`src/hdl/tsq_pkg.sv`:
```
`default_nettype none

package tsq_pkg;

   localparam int unsigned WORD_W    = 32;
   localparam int unsigned CAP_W     = 7;
   localparam int unsigned MOVED_W   = 7;
   localparam int unsigned CSR_IDX_W = 1;

   localparam logic [CSR_IDX_W-1:0] CSR_INBOX_CAP  = 1'b0;
   localparam logic [CSR_IDX_W-1:0] CSR_OUTBOX_CAP = 1'b1;

   localparam logic [CAP_W-1:0] CAP_RESET = 7'd64;

   localparam logic signed [WORD_W-1:0] NEG_ONE = -32'sd1;

   typedef enum logic {
      OP_ENQUEUE = 1'b0,
      OP_DEQUEUE = 1'b1
   } op_type;

   typedef enum logic [1:0] {
      STATUS_DONE      = 2'd0,
      STATUS_OVERFLOW  = 2'd1,
      STATUS_UNDERFLOW = 2'd2
   } status_type;

   typedef enum logic [2:0] {
      ST_IDLE,
      ST_XFER,
      ST_FINISH,
      ST_POP,
      ST_RESULT
   } state_type;

   typedef struct packed {
      op_type                   req_type;
      logic signed [WORD_W-1:0] push_value;
   } req_word_type;

   typedef struct packed {
      status_type               status;
      logic signed [WORD_W-1:0] result_value;
      logic [MOVED_W-1:0]       moved_count;
   } rsp_word_type;

endpackage

`default_nettype wire

```
`src/hdl/tsq_ram.sv`:
```
`default_nettype none

module tsq_ram #(
   parameter int unsigned WIDTH = 32,
   parameter int unsigned DEPTH = 64
) (
   input  wire logic                     clock,
   input  wire logic                     wr_en,
   input  wire logic [$clog2(DEPTH)-1:0] wr_addr,
   input  wire logic [WIDTH-1:0]         wr_data,
   input  wire logic                     rd_en,
   input  wire logic [$clog2(DEPTH)-1:0] rd_addr,
   output logic      [WIDTH-1:0]         rd_data
);

   logic [WIDTH-1:0] mem [DEPTH];
   logic [WIDTH-1:0] rd_data_ff;

   always_ff @(posedge clock) begin
      if (wr_en) begin
         mem[wr_addr] <= wr_data;
      end
      if (rd_en) begin
         rd_data_ff <= mem[rd_addr];
      end
   end

   assign rd_data = rd_data_ff;

endmodule

`default_nettype wire

```
`src/hdl/two_stack_queue.sv`:
```
// channel  direction  handshake              payload
// req      in         req_valid/req_ready    req_word  (req_type, push_value)
// rsp      out        rsp_valid/rsp_ready    rsp_word  (status, result_value, moved_count)
// csr      in         csr_valid/csr_ready    csr_index, csr_data
//
// one request at a time; a plain push, overflow or underflow goes through ST_RESULT to the
// output register, a plain pop through ST_POP and then ST_RESULT
// a transfer does one inbox read per cycle in ST_XFER, into the outbox while it has room,
// then goes to ST_FINISH; a dequeue that still finds the outbox empty skips ST_POP
// the output register holds a word while the next request is taken
// reset clears counts and state, capacities go to 64; stack memories are not cleared
// csr_ready is always high
`default_nettype none

module two_stack_queue #(
   parameter int unsigned STACK_DEPTH = 64
) (
   input  wire logic                                clock,
   input  wire logic                                reset,
   input  wire logic                                req_valid,
   output logic                                     req_ready,
   input  wire tsq_pkg::req_word_type               req_word,
   output logic                                     rsp_valid,
   input  wire logic                                rsp_ready,
   output tsq_pkg::rsp_word_type                    rsp_word,
   input  wire logic                                csr_valid,
   output logic                                     csr_ready,
   input  wire logic [tsq_pkg::CSR_IDX_W-1:0]       csr_index,
   input  wire logic [tsq_pkg::CAP_W-1:0]           csr_data
);

   import tsq_pkg::*;

   localparam int unsigned AW = $clog2(STACK_DEPTH);
   localparam int unsigned CW = $clog2(STACK_DEPTH + 1);
   localparam int unsigned MW = (CW > CAP_W) ? CW : CAP_W;

   state_type          state_ff, state_in;
   logic [CW-1:0]      in_cnt_ff, in_cnt_in;
   logic [CW-1:0]      out_cnt_ff, out_cnt_in;
   logic [CAP_W-1:0]   in_cap_ff, in_cap_in;
   logic [CAP_W-1:0]   out_cap_ff, out_cap_in;
   logic [MOVED_W-1:0] moved_ff, moved_in;
   logic               is_deq_ff, is_deq_in;
   logic [WORD_W-1:0]  push_val_ff, push_val_in;
   rsp_word_type       res_ff, res_in;
   logic               wr_pend_ff, wr_pend_in;
   logic [AW-1:0]      wr_addr_ff, wr_addr_in;
   logic               rsp_valid_ff, rsp_valid_in;
   rsp_word_type       rsp_word_ff, rsp_word_in;

   logic [MW-1:0]      in_eff;
   logic [MW-1:0]      out_eff;
   logic               in_full;
   logic               out_full;
   logic [AW-1:0]      in_top;
   logic [AW-1:0]      out_top;
   logic               rsp_load;

   logic               in_wr_en;
   logic [AW-1:0]      in_wr_addr;
   logic [WORD_W-1:0]  in_wr_data;
   logic               in_rd_en;
   logic [WORD_W-1:0]  in_rd_data;
   logic               out_rd_en;
   logic [WORD_W-1:0]  out_rd_data;

   assign in_eff   = (MW'(in_cap_ff) > MW'(STACK_DEPTH)) ? MW'(STACK_DEPTH) : MW'(in_cap_ff);
   assign out_eff  = (MW'(out_cap_ff) > MW'(STACK_DEPTH)) ? MW'(STACK_DEPTH) : MW'(out_cap_ff);
   assign in_full  = MW'(in_cnt_ff) >= in_eff;
   assign out_full = MW'(out_cnt_ff) >= out_eff;
   assign in_top   = AW'(in_cnt_ff - CW'(1));
   assign out_top  = AW'(out_cnt_ff - CW'(1));

   assign csr_ready = 1'b1;
   assign rsp_valid = rsp_valid_ff;
   assign rsp_word  = rsp_word_ff;

   always_comb begin
      in_cap_in  = in_cap_ff;
      out_cap_in = out_cap_ff;
      if (csr_valid) begin
         case (csr_index)
            CSR_INBOX_CAP:  in_cap_in  = csr_data;
            CSR_OUTBOX_CAP: out_cap_in = csr_data;
            default: ;
         endcase
      end
   end

   always_comb begin
      state_in    = state_ff;
      in_cnt_in   = in_cnt_ff;
      out_cnt_in  = out_cnt_ff;
      moved_in    = moved_ff;
      is_deq_in   = is_deq_ff;
      push_val_in = push_val_ff;
      res_in      = res_ff;
      wr_pend_in  = 1'b0;
      wr_addr_in  = wr_addr_ff;
      req_ready   = 1'b0;
      rsp_load    = 1'b0;
      in_wr_en    = 1'b0;
      in_wr_addr  = in_cnt_ff[AW-1:0];
      in_wr_data  = push_val_ff;
      in_rd_en    = 1'b0;
      out_rd_en   = 1'b0;
      case (state_ff)
         ST_IDLE: begin
            req_ready = 1'b1;
            if (req_valid) begin
               moved_in    = '0;
               push_val_in = req_word.push_value;
               if (req_word.req_type == OP_ENQUEUE) begin
                  is_deq_in = 1'b0;
                  if (in_full && out_cnt_ff == '0) begin
                     state_in = ST_XFER;
                  end else if (in_full) begin
                     res_in   = '{status: STATUS_OVERFLOW, result_value: '0, moved_count: '0};
                     state_in = ST_RESULT;
                  end else begin
                     in_wr_en   = 1'b1;
                     in_wr_data = req_word.push_value;
                     in_cnt_in  = in_cnt_ff + CW'(1);
                     res_in     = '{status: STATUS_DONE, result_value: req_word.push_value,
                                    moved_count: '0};
                     state_in   = ST_RESULT;
                  end
               end else begin
                  is_deq_in = 1'b1;
                  if (out_cnt_ff == '0 && in_cnt_ff != '0) begin
                     state_in = ST_XFER;
                  end else if (out_cnt_ff == '0) begin
                     res_in   = '{status: STATUS_UNDERFLOW, result_value: NEG_ONE,
                                  moved_count: '0};
                     state_in = ST_RESULT;
                  end else begin
                     out_rd_en  = 1'b1;
                     out_cnt_in = out_cnt_ff - CW'(1);
                     state_in   = ST_POP;
                  end
               end
            end
         end
         ST_XFER: begin
            if (in_cnt_ff != '0 && (is_deq_ff || !out_full)) begin
               in_rd_en  = 1'b1;
               in_cnt_in = in_cnt_ff - CW'(1);
               moved_in  = moved_ff + MOVED_W'(1);
               if (!out_full) begin
                  wr_pend_in = 1'b1;
                  wr_addr_in = out_cnt_ff[AW-1:0];
                  out_cnt_in = out_cnt_ff + CW'(1);
               end
            end else begin
               state_in = ST_FINISH;
            end
         end
         ST_FINISH: begin
            if (!is_deq_ff) begin
               if (!in_full) begin
                  in_wr_en  = 1'b1;
                  in_cnt_in = in_cnt_ff + CW'(1);
               end
               res_in   = '{status: STATUS_DONE, result_value: push_val_ff,
                            moved_count: moved_ff};
               state_in = ST_RESULT;
            end else if (out_cnt_ff == '0) begin
               res_in   = '{status: STATUS_DONE, result_value: NEG_ONE, moved_count: moved_ff};
               state_in = ST_RESULT;
            end else begin
               out_rd_en  = 1'b1;
               out_cnt_in = out_cnt_ff - CW'(1);
               state_in   = ST_POP;
            end
         end
         ST_POP: begin
            res_in   = '{status: STATUS_DONE, result_value: out_rd_data, moved_count: moved_ff};
            state_in = ST_RESULT;
         end
         ST_RESULT: begin
            if (!rsp_valid_ff || rsp_ready) begin
               rsp_load = 1'b1;
               state_in = ST_IDLE;
            end
         end
         default: begin
            state_in = ST_IDLE;
         end
      endcase
   end

   always_comb begin
      rsp_valid_in = rsp_valid_ff & ~rsp_ready;
      rsp_word_in  = rsp_word_ff;
      if (rsp_load) begin
         rsp_valid_in = 1'b1;
         rsp_word_in  = res_ff;
      end
   end

   always_ff @(posedge clock) begin
      if (reset) begin
         state_ff     <= ST_IDLE;
         in_cnt_ff    <= '0;
         out_cnt_ff   <= '0;
         in_cap_ff    <= CAP_RESET;
         out_cap_ff   <= CAP_RESET;
         wr_pend_ff   <= 1'b0;
         rsp_valid_ff <= 1'b0;
      end else begin
         state_ff     <= state_in;
         in_cnt_ff    <= in_cnt_in;
         out_cnt_ff   <= out_cnt_in;
         in_cap_ff    <= in_cap_in;
         out_cap_ff   <= out_cap_in;
         wr_pend_ff   <= wr_pend_in;
         rsp_valid_ff <= rsp_valid_in;
      end
   end

   always_ff @(posedge clock) begin
      moved_ff    <= moved_in;
      is_deq_ff   <= is_deq_in;
      push_val_ff <= push_val_in;
      res_ff      <= res_in;
      wr_addr_ff  <= wr_addr_in;
      rsp_word_ff <= rsp_word_in;
   end

   tsq_ram #(
      .WIDTH(WORD_W),
      .DEPTH(STACK_DEPTH)
   ) u_inbox_ram (
      .clock  (clock),
      .wr_en  (in_wr_en),
      .wr_addr(in_wr_addr),
      .wr_data(in_wr_data),
      .rd_en  (in_rd_en),
      .rd_addr(in_top),
      .rd_data(in_rd_data)
   );

   tsq_ram #(
      .WIDTH(WORD_W),
      .DEPTH(STACK_DEPTH)
   ) u_outbox_ram (
      .clock  (clock),
      .wr_en  (wr_pend_ff),
      .wr_addr(wr_addr_ff),
      .wr_data(in_rd_data),
      .rd_en  (out_rd_en),
      .rd_addr(out_top),
      .rd_data(out_rd_data)
   );

`ifndef SYNTHESIS
   a_finish_no_pending_write: assert property (@(posedge clock) disable iff (reset)
      (state_ff == ST_FINISH) |-> !wr_pend_ff)
      else $error("outbox write still pending when transfer finishes");

   a_write_follows_transfer: assert property (@(posedge clock) disable iff (reset)
      wr_pend_ff |-> ($past(state_ff) == ST_XFER))
      else $error("outbox write without a transfer read");

   a_inbox_bound: assert property (@(posedge clock) disable iff (reset)
      in_cnt_ff <= CW'(STACK_DEPTH))
      else $error("inbox count beyond depth");

   a_outbox_bound: assert property (@(posedge clock) disable iff (reset)
      out_cnt_ff <= CW'(STACK_DEPTH))
      else $error("outbox count beyond depth");

   a_accept_leaves_idle: assert property (@(posedge clock) disable iff (reset)
      (req_valid && req_ready) |=> (state_ff != ST_IDLE))
      else $error("accepted word did not start processing");
`endif

endmodule

`default_nettype wire

```
`config.mk`:
```
export PLATFORM = sky130hd
export DESIGN_NAME = two_stack_queue
export DESIGN_NICKNAME = d
export VERILOG_FILES = /design/src/hdl/tsq_pkg.sv /design/src/hdl/tsq_ram.sv /design/src/hdl/two_stack_queue.sv
export SDC_FILE = /design/constraint.sdc
export NUM_CORES = 2
export LEC_CHECK = 0
export BUFFER_PORTS_ARGS = -buffer_cell sky130_fd_sc_hd__buf_2
export CAP_MARGIN = 10
export CORE_MARGIN = 3
export CORE_UTILIZATION = 57
export CTS_CLUSTER_DIAMETER = 40
export DETAILED_ROUTE_END_ITERATION = 10
export PLACE_DENSITY = 0.76
export SETUP_SLACK_MARGIN = 0.4
export SLEW_MARGIN = 20
export SYNTH_ARGS = -nofsm -noshare
export SYNTH_HDL_FRONTEND = slang
export SYNTH_SLANG_ARGS = --single-unit
```
`constraint.sdc`:
```
create_clock -name clock -period 6.3 [get_ports clock]
set_input_delay 0 -clock clock [delete_from_list [all_inputs] [get_ports clock]]
set_output_delay 0 -clock clock [all_outputs]
set_load 0.01 [all_outputs]
```
==> flow_metrics.tcl <==
set metrics [dict create \
    cap_violations 0 \
    avgSynthCellArea_um2 24.0 \
    clock_latency_ns 0.98 \
    relSlewSlack_pct 17.6 \
    path_class "register to register" \
    syn_area_um2 165000 \
    grtUsageTotal_pct 29.1 \
    die_w_um 544 \
    startpoint "in_cnt_ff[0]$_SDFFE_PP0P_" \
    cp.required_ns 6.97 \
    crit_arrival_ns 5.77 \
    grt_max_degree 117 \
    drt_iter0_markers 12300 \
    drive_above_1_share_pct 32.1 \
    cp-end-kind "register" \
    ys.flop_type "edfxtp_1" \
    drtPass1Iterations 7 \
    cts_buffers 459 \
    viasPerCell 6.97 \
    worstMarginPinSlew_ns 1.24 \
    route.vias.total 80600 \
    power.internal_uw 62700 \
    rsz0062_at_grt "false" \
    swShare_pct 32.7 \
    htree_levels 5 \
    clkTransAtPathRegs_ns 0.06 \
    yosysSeqAreaShare_pct 78.5 \
    synth_seq_cells 4321 \
    yosysTopAreaCell "edfxtp_1" \
    overflow 0 \
    post-place-ws_ns 1.42 \
    syn2layout_area_growth_pct 14.6 \
    crit_fanout 25 \
    hold_viol 0 \
    cts_tree "yes" \
    start_kind "register" \
    synth_nets 6943 \
    cts.repair.resized 0 \
    wirelength_um 427000 \
    yosys.cell_types.count 60 \
    max_freq_mhz 196 \
    async_reset_ff_share_pct 0 \
    fin_crit_ns 5.10 \
    fin_crit_sh_pct 80.9 \
    hold_path.class "input port to register" \
    rr_startpoint "in_cnt_ff[0]$_SDFFE_PP0P_" \
    setup_viol 0 \
    status "finished, final reports clean" \
    syn_inst 6877 \
    post-route-drc-count 0 \
    wl_per_cell_um 36.9 \
    switching_power_uw 30400 \
    first_global_vias 82800 \
    die_area_um2 296000 \
    ys_warn_count 0 \
    p_comb_share_pct 32.3 \
    hp-start "req_word[32]" \
    clock_skew_ns 0.0570 \
    ant_nets 0 \
    fp.dieH_um 544 \
    postCtsHoldBufs 102 \
    p_per_area_nw_per_um2 493 \
    hpwl_um 219000 \
    setup_ws_ns 1.20 \
    io_pins 90 \
    yosysTopAreaCellShare_pct 78.1 \
    clkPwrFrac_pct 29.9 \
    total_leakage_power_uw 0.0577 \
    grt_pass1_wl_um 613000 \
    drv_slew 0 \
    dp_cells 10600 \
    globalplace.congestion 0.835 \
    portBuffers 88 \
    final_cells 11600 \
    p_seq_share_pct 37.8 \
    coreArea_um2 286000 \
    post_cts_buffers 0 \
    cts.sinks 4321 \
    grt_antenna_before_repair 14 \
    synthTopCellsByArea "edfxtp_1, mux4_2, mux2i_1" \
    placementRows 196 \
    clock-root-buffer "clkbuf_16" \
    ir_worst_vdd_uv 980 \
    synth_edf_count 4288 \
    final_nets 7473 \
    initial_utilization_pct 57.6 \
    clock_path_buffers 4 \
]
-- placed cells by master (no fill, tap or decap), drive strengths merged, types with 15 or more instances in the layout --
cell         count
mux2i          122
buf            342
o22ai           35
clkinvlp        41
clkbuf         521
nand2          118
a21oi           82
nor2b           15
mux2            36
o21ai           69
ha              20
nand3           30
dlygate4sd3    102
mux4          1230
edfxtp        4288
o32ai           25
nor2           164
o221ai          57
a221oi          32
dfxtp           33
inv             66
bufinv          61
clkinv         179
-- layout make-up --
type | count | area, um2
fillers | 16800 | 97500
clock inverters | 335 | 3940
flip-flops and latches | 4321 | 129000
well taps | 3762 | 4710
inverters | 12 | 45.0
multi-input cells | 2169 | 35100
repair buffers | 444 | 3860
clock buffers | 521 | 11800
diodes | 6 | 15.0
-- metrics by stage --
step / hold WS (ns) / total power (uW) / instance area [um2] / setup TNS, ns / utilization [%]
after floorplan: 0.0989 / 54500 / 165000 / -9.40 / -
after global placement: 0.214 / 64200 / 172000 / 0 / 59.9
after detailed placement: 0.220 / 64700 / 172000 / 0 / 60.0
after CTS: 0.0169 / 93000 / 189000 / 0 / 65.8
after global routing: 0.121 / 95600 / 189000 / 0 / 65.9
final: 0.121 / 93100 / 189000 / 0 / 66.0
-- routing by layer --
layer  global-route usage (%)  up-vias  routed length (um)
li1                         -    30800                   -
met1                     37.8    42600              146000
met2                     48.2     6020              217000
met3                     5.76     1224               41900
met4                     13.1       10               22100
met5                        0        -                  95
-- state kept, by name, indices dropped and copies added (netlist names) --
signal / cells
u_inbox_ram.rd_data: 32
push_val_ff: 32
rsp_word: 41
res_ff: 41
is_deq_ff: 1
wr_pend_ff: 1
in_cap_ff: 7
out_cap_ff: 7
moved_ff: 7
u_inbox_ram.mem: 2048
u_outbox_ram.mem: 2048
state_ff: 3
in_cnt_ff: 7
out_cnt_ff: 7
u_outbox_ram.rd_data: 32
wr_addr_ff: 6
rsp_valid: 1
-- critical path: stages, from the launching register on --
cell and delay, ns:
dfxtp_4 0.64, inv_1 0.27, ha_1 0.36, nand2b_1 0.18, a21o_1 0.19, a21oi_1 0.22, o211ai_1 0.33, nor2_1 0.50
nand2_1 0.72, nor2_4 1.03, buf_4 0.34
-- worst paths after layout --
kind | end | slack [ns] | cells past startpoint
setup reg to reg | u_inbox_ram.mem[0][22]$_DFFE_PP_ | 1.20 | 10
setup / recovery | u_inbox_ram.mem[0][22]$_DFFE_PP_ | 1.20 | 10
hold / removal | res_ff[40]$_DFFE_PP_ | 0.12 | 3
hold reg to reg | rsp_word[29]$_DFFE_PP_ | 0.41 | 0
-- cells in the mapped netlist, drive strengths merged, types with 2 or more instances --
library cell	count
a211oi	3
nor2b	15
xnor2	13
nor4	4
a21oi	82
nand2b	10
clkbuf	221
mux2i	122
nand3	30
and2	12
a41oi	2
nor4b	2
o21a	2
mux4	1230
mux2	36
nand3b	6
dfxtp	33
o32ai	25
and3	6
a21o	8
nand4b	3
inv	12
or3	9
nand4	5
nor2	164
o31ai	2
nor3b	3
nor3	14
nand2	118
or2	3
or3b	2
buf	154
o211ai	3
o22ai	35
xor2	7
o21ai	69
a221oi	32
ha	20
edfxtp	4288
o221ai	57
a31oi	6
-- power by group through the flow --
| stage | Clock [uW] | Combinational, uW | Sequential (uW) |
|---|---|---|---|
| 6_report | 27900 | 30000 | 35200 |
| 5_1_grt | 29100 | 31300 | 35200 |
| 4_1_cts | 28100 | 29700 | 35200 |
| 3_5_place_dp | 0 | 29000 | 35800 |
| 3_3_place_gp | 0 | 28500 | 35700 |
| 2_1_floorplan | 0 | 18900 | 35500 |
-- kinds of logic (layout without fill, tap and decap cells) --
kind of cell    after synthesis  in the layout  synth area share [%]
compound gates              333            333                  1.36
xor+xnor                     20             20                 0.111
fa+ha+maj                    20             20                 0.152
buf+inv                     387           1312                 0.997
flops                      4321           4321                  78.5
mux                        1388           1388                  17.8
other cells                   1              7               0.00227
simple gates                407            407                  1.11
Power figures use the tool's default switching activity.
